===== src/rtl/gpcf_pkg.sv =====
// ----------------------------------------------------------------------------
// gpcf_pkg
// Shared types and constants of the grid peak cell finder.
// ----------------------------------------------------------------------------
`timescale 1ns / 1ps

package gpcf_pkg;

  localparam int unsigned CELL_W    = 32;
  localparam int unsigned DIM_W     = 7;
  localparam int unsigned PEAK_W    = 6;
  localparam int unsigned CFG_IDX_W = 2;

  typedef logic signed [CELL_W-1:0] cell_t;
  typedef logic [DIM_W-1:0]         dim_t;
  typedef logic [PEAK_W-1:0]        peak_idx_t;
  typedef logic [CFG_IDX_W-1:0]     cfg_idx_t;

  typedef enum logic [CFG_IDX_W-1:0] {
    CFG_NUM_ROWS = 2'd0,
    CFG_NUM_COLS = 2'd1
  } cfg_reg_e;

  // one line store word: the two most recent rows at a column
  typedef struct packed {
    cell_t up1;  // row r-1
    cell_t up2;  // row r-2
  } line_entry_t;

  typedef struct packed {
    peak_idx_t row;
    peak_idx_t col;
  } peak_t;

  // position flags of the cell in the judge stage
  typedef struct packed {
    logic valid;
    logic restart;
    logic row_gt0;
    logic row_gt1;
    logic col_gt0;
    logic col_gt1;
    logic col_lt_last;
    logic last_row;
    logic last_col;
  } stage_ctl_t;

endpackage


===== src/rtl/gpcf_out_fifo.sv =====
// ----------------------------------------------------------------------------
// gpcf_out_fifo
// Two-entry result queue between the judge stage and the output channel.
// ----------------------------------------------------------------------------
`timescale 1ns / 1ps

module gpcf_out_fifo (
  input  logic            clk_i,
  input  logic            rst_ni,
  input  logic            push_i,
  input  gpcf_pkg::peak_t push_data_i,
  input  logic            pop_i,
  output logic            valid_o,
  output gpcf_pkg::peak_t data_o,
  output logic [1:0]      count_o
);
  import gpcf_pkg::*;

  peak_t      entry_q [2];
  logic       wr_ptr_q, wr_ptr_d;
  logic       rd_ptr_q, rd_ptr_d;
  logic [1:0] count_q, count_d;
  logic       do_pop;

  assign do_pop = pop_i && (count_q != 2'd0);

  always_comb begin
    wr_ptr_d = push_i ? ~wr_ptr_q : wr_ptr_q;
    rd_ptr_d = do_pop ? ~rd_ptr_q : rd_ptr_q;
    count_d  = 2'(count_q + {1'b0, push_i} - {1'b0, do_pop});
  end

  always_ff @(posedge clk_i or negedge rst_ni) begin
    if (!rst_ni) begin
      wr_ptr_q <= 1'b0;
      rd_ptr_q <= 1'b0;
      count_q  <= 2'd0;
    end else begin
      wr_ptr_q <= wr_ptr_d;
      rd_ptr_q <= rd_ptr_d;
      count_q  <= count_d;
    end
  end

  always_ff @(posedge clk_i) begin
    if (push_i) begin
      entry_q[wr_ptr_q] <= push_data_i;
    end
  end

  assign valid_o = (count_q != 2'd0);
  assign data_o  = entry_q[rd_ptr_q];
  assign count_o = count_q;

endmodule


===== config.mk =====
export PLATFORM = sky130hd
export DESIGN_NAME = gpcf_out_fifo
export DESIGN_NICKNAME = d
export VERILOG_FILES = /design/src/rtl/gpcf_pkg.sv /design/src/rtl/gpcf_out_fifo.sv
export SDC_FILE = /design/constraint.sdc
export NUM_CORES = 1
export LEC_CHECK = 0
export BUFFER_PORTS_ARGS = -buffer_cell sky130_fd_sc_hd__buf_2
export CORE_UTILIZATION = 52
export CTS_BUF_LIST = sky130_fd_sc_hd__clkbuf_2
export CTS_CLUSTER_SIZE = 40
export DETAILED_ROUTE_END_ITERATION = 8
export PLACE_DENSITY = 0.77
export SLEW_MARGIN = 40
export SYNTH_ARGS = -nofsm -noshare
export SYNTH_HDL_FRONTEND = slang
export SYNTH_SLANG_ARGS = --single-unit

===== constraint.sdc =====
create_clock -name clk_i -period 1.9 [get_ports clk_i]
set_clock_uncertainty 0.1 [all_clocks]
set_input_delay 0.285 -clock clk_i [delete_from_list [all_inputs] [get_ports clk_i]]
set_output_delay 0.285 -clock clk_i [all_outputs]
set_load 0.1 [all_outputs]

==> metrics.txt <==
core area=a little under 2000 um2; antenna cells=0; Netlist Area Pre-Place=between 1000 and 1500 um2; maximum single-stage delay on the critical path=approximately 0.5 ns; Reg2Reg Setup Slack=0.24 ns; CTS sink count=28; Seq. cell area=825 um2; Critical Path Fanout Max=6; post-layout util=83.7%; vias=~630; DIE AREA=2290 um2; RSZ-0062 raised after global routing=yes; CTS Buffer Depth=2; final hold vios=0; Worst setup EP type=primary output; first-pass GRT wire length=~2700 um; Initial Util=55.8%; port bufs=30; commonest non-fill, non-tap cell in the layout=edfxtp_1; Critical-path top delay cell=dfrtp_2; die width=47.9 um; routed vias/inst=~4.7; commonest cells after routing, fill and taps aside=24 x edfxtp_1, 18 x buf_2, 14 x dlygate4sd3_1; I/O Pins=31; number of fill cells=about 110; final net count=125; clock root cell=clkbuf_2; drt drc=0; Netlist cell types=13; Overflow after GRT=0; CTS clk-pin slew, worst paths=0.23 ns; maximum clock frequency=0.529 GHz; Area growth syn-to-layout=49.9%; Worst-Margin Slew=between 0.5 and 0.6 ns; gpl congestion=0.658; fin crit period=1.89 ns; yosys warns=0; Worst Path Required=1.51 ns; Placed Area=about 1500 um2; outcome=completed; WL final=1960 um; Slew headroom=between 60% and 70%; Finished Cell Area=between 1500 and 2000 um2; # rows=16; CP arrival=1.50 ns; vias in the first global route=between 500 and 600; critical path class=reg2out; Syn Nets=71; DPL Wire Length=roughly 1300 um; clock latency on the worst-skew pair=roughly 0.35 ns; largest net degree at the start of global routing=16; Multi-input gate area=259 um2; H-tree depth=1; syn avg cell area=between 20 and 25 um2; DRT Pass-1 Iters=4; Max Cap Viol=0; worst hold path class=in2async; Syn Inst Count=between 50 and 60; wire per inst=14.7 um; initial antenna violation count=0; worst slack at placement=between 0.2 and 0.3 ns; ratio of cells with drive above 1 in the final layout=51.9%; crit-path cells=buf_6, mux2_4, buf_12; Startpoint Class=flip-flop; DRT antenna net count=0; Num CTS Buffers=3; CTS tree=yes; initial DRC count=11; Final Cycle Share=99.5%; final count of negative-setup-slack endpoints=0; Synth Register Bits=28; Final WS setup=0.0101 ns; sequential fraction of the synthesis area=75.0%; Slew Viols, Final=0; Die H=47.9 um; gr usage total=19.3%
layout make-up:
| class | count | share of cell area [%] |
|---|---|---|
| sequential | 28 | 50.2 |
| timing repair buffer | 50 | 30.3 |
| multi-input combinational | 22 | 15.8 |
| tap | 27 | 2.06 |
| clock buffer | 3 | 0.915 |
| inverter | 2 | 0.457 |
| clock inverter | 1 | 0.229 |
kinds of logic (layout without fill, tap and decap cells):
group / Yosys count / count (layout) / share of synthesized area, %
muxes: 12 / 12 / 15.4
and+or+nand+nor: 3 / 3 / 1.72
xor gates and xnor gates: 4 / 4 / 3.20
DFF: 28 / 28 / 75.0
adders and majority gates: 2 / 2 / 2.29
AOI/OAI and AO/OA: 1 / 1 / 0.686
buffers and inverters: 3 / 56 / 1.71
metal layers:
layer / up-vias / share of wire (%) / global-route usage [%]
met4: 0 / 3.3 / 13.3
met2: 22 / 55 / 34.1
li1: 303 / - / -
met5: - / 0 / 0
met3: 4 / 2.6 / 2.26
met1: 297 / 40 / 21.5
flip-flops by register name, summed over array words and instances (netlist names):
signal	count
rd_ptr_q	1
wr_ptr_q	1
entry_q	24
count_o	2
Yosys cell counts (all sizes together):
master | n | area share (%)
xor2 | 2 | 1.6
edfxtp | 24 | 66
nor2b | 1 | 0.57
dfrtp | 4 | 9.1
or2 | 1 | 0.57
and2 | 1 | 0.57
xnor2 | 2 | 1.6
o21a | 1 | 0.69
mux2 | 12 | 15
ha | 2 | 2.3
inv | 2 | 0.69
buf | 1 | 1.0
what timing repair did:
action,in CTS,in global routing
hold buffers,8,6
setup endpoints to repair,11,12
buffers inserted,1,1
endpoints found under the hold margin,18,11
resized for setup,2,5
path summary, 6_finish.rpt:
check,endpoint,start,depth (start not counted)
max,data_o[4],rd_ptr_q,3
min,count_o[0],rst_ni,2
max reg2reg,count_o[1],count_o[1],6
min reg2reg,wr_ptr_q,wr_ptr_q,1
max in group asynchronous,count_o[1],rst_ni,2
min in group clk_i,rd_ptr_q,pop_i,3
critical path, delay by kind of cell, from the launching register on:
| kind | cells | cell delay (ns) |
|---|---|---|
| DFF | 1 | 0.51 |
| buffers and inverters | 2 | 0.33 |
| muxes | 1 | 0.31 |
through the flow:
step | cells | hold slack (ns) | setup TNS [ns]
2_1_floorplan | 53 | -0.111 | 0
3_3_place_gp | 113 | -0.00511 | 0
3_5_place_dp | 113 | -0.00247 | 0
4_1_cts | 126 | 0.00203 | -0.0637
5_1_grt | 133 | 0.103 | -0.362
6_report | 133 | 0.125 | 0
Power is left out: the tool's default activity adds up to more than one toggle a clock period on the data nets, which glitch-free logic cannot reach.
