File: src/rtl/gpcf_pkg.sv
// ----------------------------------------------------------------------------
// gpcf_pkg
// Shared types and constants of the grid peak cell finder.
// ----------------------------------------------------------------------------
`timescale 1ns / 1ps

package gpcf_pkg;

  localparam int unsigned CELL_W    = 32;
  localparam int unsigned DIM_W     = 7;
  localparam int unsigned PEAK_W    = 6;
  localparam int unsigned CFG_IDX_W = 2;

  typedef logic signed [CELL_W-1:0] cell_t;
  typedef logic [DIM_W-1:0]         dim_t;
  typedef logic [PEAK_W-1:0]        peak_idx_t;
  typedef logic [CFG_IDX_W-1:0]     cfg_idx_t;

  typedef enum logic [CFG_IDX_W-1:0] {
    CFG_NUM_ROWS = 2'd0,
    CFG_NUM_COLS = 2'd1
  } cfg_reg_e;

  // one line store word: the two most recent rows at a column
  typedef struct packed {
    cell_t up1;  // row r-1
    cell_t up2;  // row r-2
  } line_entry_t;

  typedef struct packed {
    peak_idx_t row;
    peak_idx_t col;
  } peak_t;

  // position flags of the cell in the judge stage
  typedef struct packed {
    logic valid;
    logic restart;
    logic row_gt0;
    logic row_gt1;
    logic col_gt0;
    logic col_gt1;
    logic col_lt_last;
    logic last_row;
    logic last_col;
  } stage_ctl_t;

endpackage

File: src/rtl/gpcf_line_mem.sv
// ----------------------------------------------------------------------------
// gpcf_line_mem
// Line store: one word per column, one write and one registered read port,
// write data bypassed to a read of the same address in the same cycle.
// ----------------------------------------------------------------------------
`timescale 1ns / 1ps

module gpcf_line_mem #(
  parameter int unsigned Depth = 64,
  localparam int unsigned AddrW = (Depth > 1) ? $clog2(Depth) : 1
) (
  input  logic                 clk_i,
  input  logic                 we_i,
  input  logic [AddrW-1:0]     waddr_i,
  input  gpcf_pkg::line_entry_t wdata_i,
  input  logic                 re_i,
  input  logic [AddrW-1:0]     raddr_i,
  output gpcf_pkg::line_entry_t rdata_o
);
  import gpcf_pkg::*;

  line_entry_t mem [Depth];
  line_entry_t rdata_q;

  always_ff @(posedge clk_i) begin
    if (we_i) begin
      mem[waddr_i] <= wdata_i;
    end
  end

  always_ff @(posedge clk_i) begin
    if (re_i) begin
      rdata_q <= (we_i && (waddr_i == raddr_i)) ? wdata_i : mem[raddr_i];
    end
  end

  assign rdata_o = rdata_q;

endmodule

File: config.mk
export PLATFORM = sky130hd
export DESIGN_NAME = gpcf_line_mem
export DESIGN_NICKNAME = d
export VERILOG_FILES = /design/src/rtl/gpcf_pkg.sv /design/src/rtl/gpcf_line_mem.sv
export SDC_FILE = /design/constraint.sdc
export NUM_CORES = 2
export LEC_CHECK = 0
export ABC_AREA = 0
export BUFFER_PORTS_ARGS = -buffer_cell sky130_fd_sc_hd__buf_2
export CELL_PAD_IN_SITES_DETAIL_PLACEMENT = 1
export CELL_PAD_IN_SITES_GLOBAL_PLACEMENT = 2
export CORE_UTILIZATION = 41
export CTS_BUF_LIST = sky130_fd_sc_hd__clkbuf_8
export DETAILED_ROUTE_END_ITERATION = 16
export PLACE_DENSITY = 0.72
export SKIP_LAST_GASP = 1
export SLEW_MARGIN = 20
export SYNTH_ARGS = -nofsm -noshare
export SYNTH_HDL_FRONTEND = slang
export SYNTH_SLANG_ARGS = --single-unit
File: constraint.sdc
create_clock -name clk_i -period 13.2 [get_ports clk_i]
set_input_delay 3.96 -clock clk_i [delete_from_list [all_inputs] [get_ports clk_i]]
set_output_delay 3.96 -clock clk_i [all_outputs]
set_load 0.01 [all_outputs]
==> summary.txt <==
Worst-path maximum fanout -> 94
Sequential area share after synthesis -> 0.7825
Post-synth EDFFs -> 4,160
Starting density of the core -> 0.4130
Mapped Avg Cell Area -> 20.25 µm²
H-Tree Depth -> 6
PwrDens -> 146.1 nW/µm²
WL per Instance -> 36.09 µm
Final min period -> 7.277 ns
FF/Latch Area -> 124,900 µm²
CP max stage cell -> buf_4
Number of global-route vias before repair -> 88.06k
Crit Path Class -> in -> reg
Core Rows -> 228
Startpoint Class -> input pin
Crit path cell chain -> buf_12 > buf_4 > buf_4 > buf_4 > mux2i_1 > a22oi_1 > a21oi_1 > a211oi_1 > and3_1 > a221o_1
Core Area -> 386,500 µm²
Filler cells -> 35.62k
Area of the mapped netlist -> 159,600 µm²
Main synth FF type -> edfxtp_1
1st-pass router iterations -> 8
Library cells used by synthesis -> 34
Period utilization -> 0.5513
RSZ-0062 raised after global routing -> false
Gr usage total -> 0.2562
Worst vdd ir -> 0.0001100 V
Via Count -> 85.87k
Place WS -> 4.741 ns
Commonest non-fill, non-tap cell in the layout -> edfxtp_1
Fin cells -> 14.17k
Yosys Warn Count -> 0
CP arrival -> 8.23 ns
Ys async rst share -> 0
Ports -> 143
CP endpoint kind -> flop
Resized Gates After CTS -> 0
Largest net degree at the start of global routing -> 129
Max Fclk -> 137.4 MHz
Critical path required time -> 14.15 ns
Grt met3 use -> 0.03947
Chip width -> 626 µm
Clock slew at reported path FFs -> 0.07 ns
Max Slew Vio Count -> 0
Hold Buf Count CTS -> 0
Dpl hpwl -> 258,400 µm
# setup viols final -> 0
Worst-Margin Slew -> 1.254 ns
Post-Route WL -> 511,300 µm
Layout cell share with drive strength beyond 1 -> 0.1831
CP peak stage delay -> 0.80 ns
Footprint of the multi-input gates -> 32,930 µm²
FF+latch count, synth -> 4,160
Post-route ant nets -> 0
Die height -> 626 µm
Root Buffer -> clkbuf_8
Skew final -> 0.05360 ns
Clk_lat worst skew -> 1.21 ns
Area added between synthesis and finish -> 12.19%
CTS tree -> done
Reg-to-reg slack, setup -> 10.86 ns
CTS buffer count -> 677
GRT met1 Usage -> 0.3521
Slew headroom -> 0.1637
First DRT Iteration DRCs -> 10.34k
Initial antenna violation count -> 43
Post-CTS Setup Bufs -> 0
Most frequent cells in the layout -> 4,160 x edfxtp_1, 1,391 x mux2i_1, 695 x a22oi_1, 685 x clkbuf_8, 392 x mux4_2
Die ar. -> 391,900 µm²
Worst hold slack -> 0.9128 ns
Crit-path most repeated cell -> buf_4
Routed vias/inst -> 6.062
Final WS setup -> 5.923 ns
Placer Congestion -> 0.7802
Cells after Synth -> 7,882
Total global routing overflow -> 0
Placed cells -> 12.96k
Worst Hold Class -> reg -> reg
Status -> finished clean
GRT met2 Usage -> 0.4194
Syn Nets -> 7,961
Max Buffers Root-to-Sink -> 4
First-pass GRT wire length -> 699,200 µm
Clock sink total -> 4,160
# nets final -> 8,540
Static Leak -> 59.51 nW
Most used routing layer -> met2
Port bufs -> 142
Max-cap violation count -> 0
Final Hold Vio Count -> 0
Setup TNS -> 0 ns
DRC -> 0
cells by family (layout without fill, tap and decap cells):
kind of cell	after synthesis	count (layout)	share of synthesized area
flops	4160	4160	0.7825
simple gates	499	499	0.01582
compound gates	955	955	0.04386
other cells	0	17	0
xor+xnor	6	6	0.0003292
mux	1786	1786	0.1427
buf+inv	476	1567	0.01479
registers in the layout, indices dropped and copies added, names as in the netlist:
name and count:
rdata_o 64, mem 4096
synthesized netlist by cell type (all sizes together), types with 62 or more instances:
master     n  area share
nor2      69      0.0017
clkbuf   147      0.0035
nand4     64      0.0025
edfxtp  4160        0.78
a22oi    695       0.033
and3      62      0.0024
mux4     392       0.055
mux2i   1391       0.087
nand3    195      0.0061
a211oi    64      0.0030
a21oi    129      0.0040
nand2     77      0.0018
a221o     62      0.0039
buf      329       0.011
power breakdown:
part | internal (mW) | switching (mW) | total (mW) | leakage (nW)
sequential | 14.7 | 0.0775 | 14.7 | 37.5
combinational | 0.425 | 0.887 | 1.31 | 15.3
clock | 4.95 | 5.16 | 10.1 | 6.78
total | 20.0 | 6.12 | 26.2 | 59.5
metal layers:
metal | routed length [µm] | part of all wire
met5 | 108 | 0.00021
met4 | 16160 | 0.032
met3 | 38790 | 0.076
met2 | 246500 | 0.48
met1 | 209800 | 0.41
worst max-delay path, delay by kind of cell:
kind	cells	cell delay, ns
AO/OA/AOI/OAI	4	0.64
buffers and inverters	4	2.81
AND/OR/NAND/NOR	1	0.28
multiplexers	1	0.29
through the flow:
| stage | util | total power [mW] | cell area (µm²) |
|---|---|---|---|
| after global routing | 0.4633 | 26.87 | 179100 |
| final | 0.4634 | 26.16 | 179100 |
| after detailed placement | 0.4324 | 16.33 | 167100 |
| after floorplan | - | 15.69 | 159600 |
| after CTS | 0.4630 | 26.33 | 179000 |
| after global placement | 0.4321 | 16.29 | 167000 |
final timing paths:
path              start     endpoint  depth (start not counted)
max reg2reg  mem[63][3]   rdata_o[3]                          5
max          raddr_i[2]  rdata_o[23]                         10
min reg2reg  mem[0][16]  rdata_o[16]                          4
min          mem[0][16]  rdata_o[16]                          4
layout make-up:
cell class	count	area share
diodes	17	0.0002375
clock buffers	685	0.05264
clock inverters	506	0.01344
multi-input cells	3246	0.1838
flip-flops and latches	4160	0.6975
well taps	5175	0.03615
repair buffers	376	0.01623
No activity file was read; power rests on OpenSTA's default activity.
