$ cat src/rtl/gpcf_pkg.sv
// ----------------------------------------------------------------------------
// gpcf_pkg
// Shared types and constants of the grid peak cell finder.
// ----------------------------------------------------------------------------
`timescale 1ns / 1ps

package gpcf_pkg;

  localparam int unsigned CELL_W    = 32;
  localparam int unsigned DIM_W     = 7;
  localparam int unsigned PEAK_W    = 6;
  localparam int unsigned CFG_IDX_W = 2;

  typedef logic signed [CELL_W-1:0] cell_t;
  typedef logic [DIM_W-1:0]         dim_t;
  typedef logic [PEAK_W-1:0]        peak_idx_t;
  typedef logic [CFG_IDX_W-1:0]     cfg_idx_t;

  typedef enum logic [CFG_IDX_W-1:0] {
    CFG_NUM_ROWS = 2'd0,
    CFG_NUM_COLS = 2'd1
  } cfg_reg_e;

  // one line store word: the two most recent rows at a column
  typedef struct packed {
    cell_t up1;  // row r-1
    cell_t up2;  // row r-2
  } line_entry_t;

  typedef struct packed {
    peak_idx_t row;
    peak_idx_t col;
  } peak_t;

  // position flags of the cell in the judge stage
  typedef struct packed {
    logic valid;
    logic restart;
    logic row_gt0;
    logic row_gt1;
    logic col_gt0;
    logic col_gt1;
    logic col_lt_last;
    logic last_row;
    logic last_col;
  } stage_ctl_t;

endpackage

$ cat src/rtl/gpcf_judge.sv
// ----------------------------------------------------------------------------
// gpcf_judge
// Peak test stage: judges the cell above the arriving one and, on the last
// row, the arriving row itself; keeps the column window and the held peak.
// ----------------------------------------------------------------------------
`timescale 1ns / 1ps

module gpcf_judge #(
  parameter int unsigned MaxRows = 64,
  parameter int unsigned MaxCols = 64,
  localparam int unsigned RowW = (MaxRows > 1) ? $clog2(MaxRows) : 1,
  localparam int unsigned ColW = (MaxCols > 1) ? $clog2(MaxCols) : 1
) (
  input  logic                  clk_i,
  input  logic                  rst_ni,
  input  logic                  clear_i,
  input  gpcf_pkg::stage_ctl_t  ctl_i,
  input  logic [RowW-1:0]       row_i,
  input  logic [ColW-1:0]       col_i,
  input  gpcf_pkg::cell_t       value_i,
  input  logic [RowW-1:0]       rows_last_i,
  input  gpcf_pkg::line_entry_t rdata_i,
  output logic                  mem_we_o,
  output logic [ColW-1:0]       mem_waddr_o,
  output gpcf_pkg::line_entry_t mem_wdata_o,
  output logic                  push_o,
  output gpcf_pkg::peak_t       push_data_o
);
  import gpcf_pkg::*;

  line_entry_t     win_q, win_d;
  cell_t           left_up_q;
  cell_t           prev_v_q;
  cell_t           prev2_v_q;
  logic            seen_q, seen_d;
  logic [RowW-1:0] held_row_q, held_row_d;
  logic [ColW-1:0] held_col_q, held_col_d;

  logic            pk_a, pk_b, pk_c;
  logic            seen_c;
  logic [RowW-1:0] hr_c;
  logic [ColW-1:0] hc_c;
  logic            final_cell;

  assign final_cell = ctl_i.last_row && ctl_i.last_col;

  always_comb begin
    seen_c = ctl_i.restart ? 1'b0 : seen_q;
    hr_c   = held_row_q;
    hc_c   = held_col_q;

    // cell above the arriving one
    pk_a = ctl_i.row_gt0
        && (!ctl_i.row_gt1 || (win_q.up1 >= win_q.up2))
        && (!ctl_i.col_gt0 || (win_q.up1 >= left_up_q))
        && (!ctl_i.col_lt_last || (win_q.up1 >= rdata_i.up1))
        && (win_q.up1 >= value_i);
    if (pk_a && (!seen_c || (hr_c == rows_last_i))) begin
      seen_c = 1'b1;
      hr_c   = RowW'(row_i - RowW'(1));
      hc_c   = col_i;
    end

    // last row, left of the arriving cell
    pk_b = ctl_i.last_row && ctl_i.col_gt0
        && (!ctl_i.row_gt0 || (prev_v_q >= left_up_q))
        && (!ctl_i.col_gt1 || (prev_v_q >= prev2_v_q))
        && (prev_v_q >= value_i);
    if (pk_b && !seen_c) begin
      seen_c = 1'b1;
      hr_c   = row_i;
      hc_c   = ColW'(col_i - ColW'(1));
    end

    // last row, last column: the arriving cell itself
    pk_c = ctl_i.last_row && ctl_i.last_col
        && (!ctl_i.row_gt0 || (value_i >= win_q.up1))
        && (!ctl_i.col_gt0 || (value_i >= prev_v_q));
    if (pk_c && !seen_c) begin
      seen_c = 1'b1;
      hr_c   = row_i;
      hc_c   = col_i;
    end
  end

  always_comb begin
    seen_d     = seen_q;
    held_row_d = held_row_q;
    held_col_d = held_col_q;
    if (clear_i) begin
      seen_d     = 1'b0;
      held_row_d = '0;
      held_col_d = '0;
    end else if (ctl_i.valid) begin
      if (final_cell) begin
        seen_d     = 1'b0;
        held_row_d = '0;
        held_col_d = '0;
      end else begin
        seen_d     = seen_c;
        held_row_d = hr_c;
        held_col_d = hc_c;
      end
    end
  end

  // one-column grid: next read hits the word written now
  always_comb begin
    if (ctl_i.last_col && !ctl_i.col_gt0) begin
      win_d = '{up1: value_i, up2: win_q.up1};
    end else begin
      win_d = rdata_i;
    end
  end

  always_ff @(posedge clk_i or negedge rst_ni) begin
    if (!rst_ni) begin
      seen_q     <= 1'b0;
      held_row_q <= '0;
      held_col_q <= '0;
    end else begin
      seen_q     <= seen_d;
      held_row_q <= held_row_d;
      held_col_q <= held_col_d;
    end
  end

  always_ff @(posedge clk_i) begin
    if (ctl_i.valid) begin
      win_q     <= win_d;
      left_up_q <= win_q.up1;
      prev_v_q  <= value_i;
      prev2_v_q <= prev_v_q;
    end
  end

  assign mem_we_o    = ctl_i.valid;
  assign mem_waddr_o = col_i;
  assign mem_wdata_o = '{up1: value_i, up2: win_q.up1};

  assign push_o          = ctl_i.valid && final_cell && seen_c;
  assign push_data_o.row = PEAK_W'(32'(hr_c));
  assign push_data_o.col = PEAK_W'(32'(hc_c));

endmodule

$ cat config.mk
export PLATFORM = sky130hd
export DESIGN_NAME = gpcf_judge
export DESIGN_NICKNAME = d
export VERILOG_FILES = /design/src/rtl/gpcf_pkg.sv /design/src/rtl/gpcf_judge.sv
export SDC_FILE = /design/constraint.sdc
export NUM_CORES = 1
export LEC_CHECK = 0
export BUFFER_PORTS_ARGS = -buffer_cell sky130_fd_sc_hd__buf_2
export CAP_MARGIN = 20
export CORE_MARGIN = 2
export CORE_UTILIZATION = 30
export DETAILED_ROUTE_END_ITERATION = 10
export SLEW_MARGIN = 20
export SYNTH_ARGS = -nofsm -noshare
export SYNTH_HDL_FRONTEND = slang
export SYNTH_SLANG_ARGS = --single-unit
$ cat constraint.sdc
create_clock -name clk_i -period 5.14 [get_ports clk_i]
set_input_delay 0.771 -clock clk_i [delete_from_list [all_inputs] [get_ports clk_i]]
set_output_delay 0.771 -clock clk_i [all_outputs]
set_load 0.01 [all_outputs]
==> load_flow_metrics.sql, run 1 <==
INSERT INTO impl_metrics (metric_group, metric, value, unit) VALUES
('synth', 'post_synth_fa_ha_maj_area_fraction', '0.220', ''),
('timing', 'final.setup_skew', '0.0157', 'ns'),
('timing', 'count_of_final_setup_violators', '0', ''),
('power', 'cellPowerDensity', '281', 'mW/mm2'),
('synth', 'synth_compound_area_frac', '0.130', ''),
('floorplanning', 'die_area', '0.0445', 'mm2'),
('floorplanning', 'design.portCount', '210', ''),
('power', 'vdd_ir_drop_max', '198', 'uV'),
('clock_network', 'clock_tree.htree_level_count', '4', ''),
('route', 'initialDrtViolationCount', '705', ''),
('critical_path', 'worstSetupEndpointType', 'output port', ''),
('synth', 'synth_fp_nets', '1612', ''),
('synth', 'syn_avg_cell_area', '10.2', 'um2'),
('clock_network', 'clk-insertion-delay-late', '0.46', 'ns'),
('finish', 'utilization', '0.357', ''),
('flow_run', 'max_cap_violations', '0', ''),
('synth', 'post_synth_inst_count', '1260', ''),
('route', 'route.antenna.remaining_nets', '0', ''),
('global_route', 'grt_antenna_before_repair', '3', ''),
('placement', 'dp.final_hpwl', '29100', 'um'),
('route', 'vias', '10028', ''),
('timing', 'finalCritPeriodShare', '0.962', ''),
('global_route', 'wire_length_of_the_first_global_routing_pass', '55400', 'um'),
('synth', 'synth_top_family_by_area', 'adder cells', ''),
('synth', 'yosys_most_used_dff', 'sky130_fd_sc_hd__edfxtp_1', ''),
('finish', 'fraction_of_final_layout_cells_sized_beyond_drive_strength_1', '0.235', ''),
('synth', 'ys_seq_area_frac', '0.399', ''),
('finish', 'fillerInstances', '4239', ''),
('power', 'p_leak', '7.19', 'nW'),
('timing', 'period_needed', '4.94', 'ns'),
('worst_hold_path', 'worstHoldPathType', 'in2async', ''),
('placement', 'portBuffers', '209', ''),
('clock_network', 'clk_buf_depth', '2', ''),
('synth', 'cell_area_after_synthesis', '0.0129', 'mm2'),
('floorplanning', 'placement_rows', '75', ''),
('floorplanning', 'floorplan.core_area', '0.0421', 'mm2'),
('clock_network', 'tritoncts.num_buffers', '17', ''),
('clock_network', 'cts.reportedPaths.clkPinSlew', '0.07', 'ns'),
('timing', 'post-route-worst-setup-slack', '0.198', 'ns'),
('synth', 'ys_warn_count', '0', ''),
('floorplanning', 'die_w', '211', 'um'),
('synth', 'post_synth_num_cell_types', '67', ''),
('synth', 'synth-async-reset-ratio', '0.0751', ''),
('route', 'drt_first_pass_iters', '5', ''),
('finish', 'design.final.nets', '1795', ''),
('global_route', 'grt.total_usage', '0.165', ''),
('synth', 'synth_xor_xnor_area_share', '0.00477', ''),
('critical_path', 'cp_max_fo', '8', ''),
('timing', 'worst_slew_pin_slew', '0.949', 'ns'),
('global_route', 'grt_max_degree', '83', ''),
('route', 'routed_wirelength', '36700', 'um'),
('placement', 'gpl_congestion', '0.822', ''),
('outcome', 'status', 'finished, final reports clean', ''),
('clock_network', 'numClockSinks', '173', ''),
('timing', 'max_clock_freq', '202', 'MHz'),
('timing', 'final-hold-violation-count', '0', ''),
('route', 'drc_errors', '0', ''),
('clock_network', 'cts_tree', 'built', ''),
('finish', 'area_growth', '16.8', '%'),
('placement', 'placement.cell_area', '0.0142', 'mm2'),
('clock_network', 'holdBufCountCts', '0', ''),
('synth', 'ys_seq_elements', '173', ''),
('global_route', 'grt_overflow', '0', ''),
('timing', 'slew-limit-headroom', '0.365', ''),
('clock_network', 'root_buffer_selected_by_cts', 'sky130_fd_sc_hd__clkbuf_16', ''),
('synth', 'synth-edff-count', '160', ''),
('timing', 'finalMaxSlewViolations', '0', ''),
('critical_path', 'class_of_the_most_critical_setup_path', 'reg2out', ''),
('floorplanning', 'fp.dieH', '211', 'um'),
('finish', 'final_design_area_no_fill', '0.0150', 'mm2'),
('route', 'detail_route.wl_per_cell', '18.4', 'um'),
('placement', 'detailedPlace.worstSlack', '-0.164', 'ns'),
('route', 'routed_via_count_divided_by_cell_count', '5.02', ''),
('global_route', 'first_global_vias', '9896', ''),
('synth', 'post_synth_and_or_nand_nor_area_fraction', '0.106', ''),
('critical_path', 'timing.critical_path.arrival', '4.17', 'ns'),
('synth', 'post_synth_mux_area_share', '0.0344', ''),
('floorplanning', 'initial_core_util', '0.305', ''),
('critical_path', 'critPathRequiredTime', '4.37', 'ns'),
('critical_path', 'setup.worst_path.start_class', 'flip-flop', '');
-- final timing paths --
path,start,to,slack (ns),depth (start not counted)
setup / recovery,prev_v_q[30],push_data_o[11],0.20,14
hold / removal,rst_ni,held_col_q[5],0.21,1
setup reg to reg,mem_wdata_o[25],held_row_q[5],1.20,15
hold reg to reg,held_col_q[2],held_col_q[2],0.50,2
max in group asynchronous,rst_ni,held_row_q[1],4.68,1
min in group clk_i,held_col_q[2],held_col_q[2],0.50,2
-- power by group --
part           internal [mW]  total [mW]  switching (mW)
combinational          0.455        1.07           0.617
sequential              1.67        1.77          0.0953
clock                  0.772        1.38           0.610
-- cell usage after synthesis (all sizes together), types with 13 or more instances --
master	number	area, um2
a21oi	82	414
nand4	44	275
nand2	99	372
edfxtp	160	4800
inv	203	762
buf	73	556
nor2	31	119
mux2	34	383
a21o	24	180
o21ai	65	329
dfrtp	13	325
clkbuf	13	48.8
nand3	21	105
ha	226	2830
-- layout make-up --
type | instances | area [um2] | share of cell area
Clock buffer | 17 | 425 | 0.0283
Sequential cell | 173 | 5130 | 0.341
Timing Repair Buffer | 250 | 1370 | 0.0914
Clock inverter | 15 | 190 | 0.0127
Inverter | 203 | 762 | 0.0507
Tap cell | 539 | 674 | 0.0449
Multi-Input combinational cell | 798 | 6460 | 0.430
Antenna cell | 3 | 7.51 | 0.000500
-- per-layer routing --
metal	vias to the layer above	track usage	part of all wire	routed length, um
met5	-	0	0.00035	13
met4	2	0.0636	0.027	986
met3	45	0.0300	0.054	2000
met2	302	0.257	0.46	16800
met1	4813	0.226	0.46	16900
li1	4866	-	-	-
-- sequential cells by signal, indices dropped and copies added (netlist names) --
signal       flops
held_col_q       6
held_row_q       6
left_up_q       32
mem_wdata_o     32
prev2_v_q       32
prev_v_q        32
seen_q           1
win_q           32
-- cell usage in the layout, fill, tap and decap left out, types with 6 or more instances in the layout --
cell                        synthesis  final
sky130_fd_sc_hd__a211oi_1          10     10
sky130_fd_sc_hd__a21o_1            24     24
sky130_fd_sc_hd__a21oi_1           81     81
sky130_fd_sc_hd__a22o_1             6      6
sky130_fd_sc_hd__a31oi_1            7      7
sky130_fd_sc_hd__and4_1             9      9
sky130_fd_sc_hd__buf_2              0    208
sky130_fd_sc_hd__buf_4             71     40
sky130_fd_sc_hd__clkbuf_16          0     17
sky130_fd_sc_hd__dfrtp_1           13     13
sky130_fd_sc_hd__edfxtp_1         160    160
sky130_fd_sc_hd__ha_1             226    226
sky130_fd_sc_hd__inv_1            203    203
sky130_fd_sc_hd__mux2_2            33     33
sky130_fd_sc_hd__nand2_1           99     99
sky130_fd_sc_hd__nand2b_1           7      6
sky130_fd_sc_hd__nand3_1           21     21
sky130_fd_sc_hd__nand4_1           44     44
sky130_fd_sc_hd__nor2_1            30     30
sky130_fd_sc_hd__nor2b_1           11     11
sky130_fd_sc_hd__nor3_1             9      9
sky130_fd_sc_hd__nor4_1            12      7
sky130_fd_sc_hd__o211ai_1          11     11
sky130_fd_sc_hd__o21ai_0           63     61
-- cell families after synthesis --
| kind of cell | Yosys count |
|---|---|
| adder cells (fa/ha/maj) | 226 |
| buffers and inverters | 289 |
| multiplexers | 40 |
| AND/OR/NAND/NOR | 267 |
| flip-flops | 173 |
| XOR/XNOR | 7 |
| AO/OA/AOI/OAI | 258 |
-- critical path: stages, from the launching register on --
cell                       delay (ns)
sky130_fd_sc_hd__edfxtp_1        0.47
sky130_fd_sc_hd__inv_1           0.07
sky130_fd_sc_hd__ha_1            0.30
sky130_fd_sc_hd__nand4_1         0.16
sky130_fd_sc_hd__nor4_2          0.43
sky130_fd_sc_hd__buf_4           0.18
sky130_fd_sc_hd__o21ai_0         0.08
sky130_fd_sc_hd__o211ai_1        0.46
sky130_fd_sc_hd__o211ai_1        0.26
sky130_fd_sc_hd__o32ai_2         0.49
sky130_fd_sc_hd__o211ai_4        0.22
sky130_fd_sc_hd__buf_4           0.20
sky130_fd_sc_hd__a21oi_1         0.20
sky130_fd_sc_hd__nor2_1          0.06
sky130_fd_sc_hd__buf_2           0.14
-- metrics by stage --
step,hold slack [ns],setup TNS [ns],std cells,total power [mW]
after floorplan,0.440,0,1260,2.43
after global placement,0.461,-0.0789,1954,2.80
after detailed placement,0.482,-0.628,1954,2.84
after CTS,0.191,0,1986,4.24
after global routing,0.208,-0.0258,1997,4.46
final,0.212,0,1998,4.22
-- timing repair --
item / 4_1_cts / 5_1_grt
gates resized for setup: 6 / 14
setup buffers: 0 / 9
pin swaps: 0 / 7
setup endpoints to repair: 12 / 13
endpoints found under the hold margin: 0 / 0
(Power assumes the default switching activity.)
==> inputs of run 2 (changes only) <==
--- a/config.mk
+++ b/config.mk
@@ -5,6 +5,7 @@
 export SDC_FILE = /design/constraint.sdc
 export NUM_CORES = 1
 export LEC_CHECK = 0
+export ABC_AREA = 1
 export BUFFER_PORTS_ARGS = -buffer_cell sky130_fd_sc_hd__buf_2
 export CAP_MARGIN = 20
 export CORE_MARGIN = 2
==> run 2 against run 1 <==
Utilization decreased by 1.3 points; flip-flop and latch count unchanged; clock skew decreased by 0.0052 ns; final cell count increased by 15%; sequential share of layout area decreased by 0.17 points; sequential power about the same; clock power decreased by 4%; final area increased by 0.49%; largest cell class unchanged; highest routed layer is now met4.
==> load_flow_metrics.sql, run 2 <==
INSERT INTO impl_metrics (metric_group, metric, value, unit) VALUES
('outcome', 'status', 'finished, final reports clean', ''),
('synth', 'synth_most_common_cell', 'sky130_fd_sc_hd__nand2_1', ''),
('power', 'vdd_ir_drop_max', '178', 'uV'),
('floorplanning', 'design.portCount', '210', ''),
('finish', 'design.final.nets', '2035', ''),
('route', 'vias', '10353', ''),
('timing', 'final.setup_skew', '0.0105', 'ns'),
('power', 'p_leak', '7.79', 'nW'),
('timing', 'finalCritPeriodShare', '0.902', ''),
('finish', 'area_growth', '13.7', '%'),
('timing', 'finalSetupTns', '0', 'ns'),
('finish', 'fraction_of_final_layout_cells_sized_beyond_drive_strength_1', '0.166', ''),
('route', 'initialDrtViolationCount', '501', ''),
('synth', 'post_synth_inst_count', '1539', ''),
('global_route', 'first_global_vias', '10330', ''),
('clock_network', 'holdBufCountCts', '0', ''),
('clock_network', 'clk_buf_depth', '2', ''),
('timing', 'post-route-worst-setup-slack', '0.505', 'ns'),
('power', 'internal_power', '2.76', 'mW'),
('clock_network', 'clk-insertion-delay-late', '0.46', 'ns'),
('synth', 'most_used_standard_cells_in_the_synthesized_netlist', 'sky130_fd_sc_hd__nand2_1, sky130_fd_sc_hd__inv_1, sky130_fd_sc_hd__ha_1', ''),
('synth', 'netlist.area_leader.share', '0.362', ''),
('critical_path', 'worstSetupEndpointType', 'output port', ''),
('floorplanning', 'floorplan.core_area', '0.0439', 'mm2'),
('timing', 'setup_repair_after_global_routing_missed_its_margin', 'false', ''),
('power', 'p_switching', '1.38', 'mW'),
('synth', 'cell_area_after_synthesis', '0.0133', 'mm2'),
('clock_network', 'cts_tree', 'built', ''),
('clock_network', 'cts.reportedPaths.clkPinSlew', '0.07', 'ns'),
('synth', 'ys_seq_area_frac', '0.386', ''),
('synth', 'cell_types_with_the_largest_area_share_after_synthesis', 'sky130_fd_sc_hd__edfxtp_1, sky130_fd_sc_hd__ha_1, sky130_fd_sc_hd__nand2_1', ''),
('synth', 'synth-async-reset-ratio', '0.0751', ''),
('flow_run', 'max_cap_violations', '0', ''),
('floorplanning', 'initial_core_util', '0.302', ''),
('synth', 'syn_avg_cell_area', '8.63', 'um2'),
('route', 'route.antenna.remaining_nets', '0', ''),
('worst_hold_path', 'worstHoldPathType', 'in2async', ''),
('clock_network', 'numClockSinks', '173', ''),
('timing', 'period_needed', '4.64', 'ns'),
('floorplanning', 'placement_rows', '77', ''),
('placement', 'gpl_congestion', '0.845', ''),
('power', 'cellPowerDensity', '274', 'mW/mm2'),
('timing', 'max_clock_freq', '216', 'MHz'),
('synth', 'ys_seq_elements', '173', ''),
('power', 'power.sequential.fraction', '0.427', ''),
('power', 'netSwitchingFraction', '0.333', ''),
('global_route', 'grt_max_degree', '66', ''),
('synth', 'ys_warn_count', '0', ''),
('global_route', 'wire_length_of_the_first_global_routing_pass', '55000', 'um'),
('clock_network', 'root_buffer_selected_by_cts', 'sky130_fd_sc_hd__clkbuf_16', ''),
('critical_path', 'class_of_the_most_critical_setup_path', 'reg2out', ''),
('route', 'routed_via_count_divided_by_cell_count', '4.52', ''),
('global_route', 'grt_overflow', '0', ''),
('critical_path', 'cp_max_fo', '12', ''),
('timing', 'count_of_final_setup_violators', '0', ''),
('timing', 'final-hold-violation-count', '0', ''),
('floorplanning', 'die_area', '0.0460', 'mm2'),
('finish', 'fillerInstances', '4598', ''),
('critical_path', 'critPathRequiredTime', '4.37', 'ns'),
('floorplanning', 'die_w', '214', 'um'),
('critical_path', 'rrSetupSlack', '1.76', 'ns'),
('synth', 'synth_largest_area_cell', 'sky130_fd_sc_hd__edfxtp_1', ''),
('critical_path', 'timing.critical_path.arrival', '3.86', 'ns'),
('synth', 'synth_fp_nets', '1891', ''),
('global_route', 'grt_antenna_before_repair', '4', ''),
('route', 'routed_wirelength', '34700', 'um'),
('placement', 'portBuffers', '209', ''),
('power', 'power', '4.14', 'mW'),
('clock_network', 'post_cts.resized_instances', '0', ''),
('floorplanning', 'fp.dieH', '214', 'um'),
('timing', 'finalMaxSlewViolations', '0', ''),
('power', 'p_clk_frac', '0.322', ''),
('clock_network', 'tritoncts.num_buffers', '17', ''),
('clock_network', 'cts_setup_buffers', '0', ''),
('power', 'p_comb_frac', '0.251', ''),
('synth', 'synth-edff-count', '160', ''),
('route', 'drc_errors', '0', ''),
('placement', 'dp.final_hpwl', '27700', 'um'),
('finish', 'ff_latch_area', '0.00513', 'mm2'),
('global_route', 'grt.total_usage', '0.154', ''),
('route', 'detail_route.wl_per_cell', '15.1', 'um'),
('finish', 'multi_input_area', '0.00653', 'mm2'),
('timing', 'worst_slew_pin_slew', '0.996', 'ns'),
('placement', 'detailedPlace.worstSlack', '0.620', 'ns'),
('synth', 'yosys_most_used_dff', 'sky130_fd_sc_hd__edfxtp_1', ''),
('finish', 'mostFrequentLayoutCell', 'sky130_fd_sc_hd__nand2_1', ''),
('finish', 'layout.cells.most_common_list', 'sky130_fd_sc_hd__nand2_1, sky130_fd_sc_hd__inv_1, sky130_fd_sc_hd__ha_1, sky130_fd_sc_hd__buf_2, sky130_fd_sc_hd__edfxtp_1', ''),
('synth', 'post_synth_num_cell_types', '45', ''),
('route', 'drt_first_pass_iters', '5', ''),
('timing', 'slew-limit-headroom', '0.327', ''),
('clock_network', 'clock_tree.htree_level_count', '4', ''),
('critical_path', 'setup.worst_path.start_class', 'flip-flop', '');
-- run 2: cell types whose count changed after synthesis, moves of 10 or more --
cell / previous run / this run
sky130_fd_sc_hd__inv_1: 203 / 267
sky130_fd_sc_hd__nand2_1: 99 / 338
sky130_fd_sc_hd__nand4_1: 44 / 27
sky130_fd_sc_hd__a21oi_1: 81 / 137
sky130_fd_sc_hd__nand2_2: 0 / 10
sky130_fd_sc_hd__o21a_1: 4 / 14
sky130_fd_sc_hd__nor4_1: 12 / 0
sky130_fd_sc_hd__mux2_2: 33 / 0
sky130_fd_sc_hd__a21o_1: 24 / 4
sky130_fd_sc_hd__nor2b_1: 11 / 0
sky130_fd_sc_hd__nor2_1: 30 / 91
sky130_fd_sc_hd__a211oi_1: 10 / 0
-- run 2: cell families after synthesis --
kind of cell,Yosys count,share of synthesized area
simple gates,536,0.177
compound gates,232,0.0948
buf+inv,362,0.123
fa+ha+maj,226,0.213
flops,173,0.386
xor+xnor,10,0.00659
-- run 2: worst max-delay path, stage by stage (launching register included) --
cell and delay, ns:
sky130_fd_sc_hd__edfxtp_1 0.53, sky130_fd_sc_hd__ha_1 0.44, sky130_fd_sc_hd__nand2_1 0.15, sky130_fd_sc_hd__nor2_2 0.18, sky130_fd_sc_hd__nand2_1 0.13, sky130_fd_sc_hd__nor4_2 0.45
sky130_fd_sc_hd__nand2_1 0.14, sky130_fd_sc_hd__nand2_1 0.08, sky130_fd_sc_hd__nand2_1 0.06, sky130_fd_sc_hd__nand3_2 0.08, sky130_fd_sc_hd__nand2_4 0.07, sky130_fd_sc_hd__nor2_8 0.17
sky130_fd_sc_hd__nand3_4 0.19, sky130_fd_sc_hd__inv_2 0.21, sky130_fd_sc_hd__nand2_1 0.07, sky130_fd_sc_hd__o21ai_0 0.09, sky130_fd_sc_hd__nand2_1 0.08, sky130_fd_sc_hd__and2_1 0.15
sky130_fd_sc_hd__buf_2 0.13
-- run 2: path summary, 6_finish.rpt --
check | startpoint | end | cells past startpoint
min in group clk_i | held_col_q[2] | held_col_q[2] | 2
worst max-delay path | mem_wdata_o[31] | push_data_o[9] | 18
worst min register to register | held_col_q[2] | held_col_q[2] | 2
worst min-delay path | rst_ni | held_row_q[3] | 1
max in group asynchronous | rst_ni | held_col_q[4] | 1
worst max register to register | mem_wdata_o[31] | held_row_q[1] | 18
-- run 2: routing by layer --
metal  GRT usage  share of wire
met1       0.198           0.47
met2       0.263           0.48
met3      0.0226          0.031
met4      0.0507          0.016
met5           0              0
-- run 2: final cells by class --
class / count / share of cell area
tap: 592 / 0.0491
clock inverter: 15 / 0.0104
timing repair buffer: 213 / 0.0717
inverter: 274 / 0.0681
clock buffer: 17 / 0.0282
multi-input combinational: 1004 / 0.432
antenna: 3 / 0.000497
sequential: 173 / 0.340
-- run 2: power by group through the flow --
stage          sequential (mW)  clock [mW]  combinational [mW]
6_report                  1.77        1.33                1.04
5_1_grt                   1.78        1.42                1.21
4_1_cts                   1.77        1.37                1.06
3_5_place_dp              1.80           0                1.05
3_3_place_gp              1.80           0                1.01
2_1_floorplan             1.76           0               0.734
-- run 2: through the flow --
stage,hold slack (ns),area (um2),util,cells
after floorplan,0.449,13300,-,1539
after global placement,0.467,14500,0.330,2256
after detailed placement,0.469,14500,0.330,2256
after CTS,0.173,15100,0.343,2288
after global routing,0.200,15100,0.344,2291
final,0.196,15100,0.344,2291
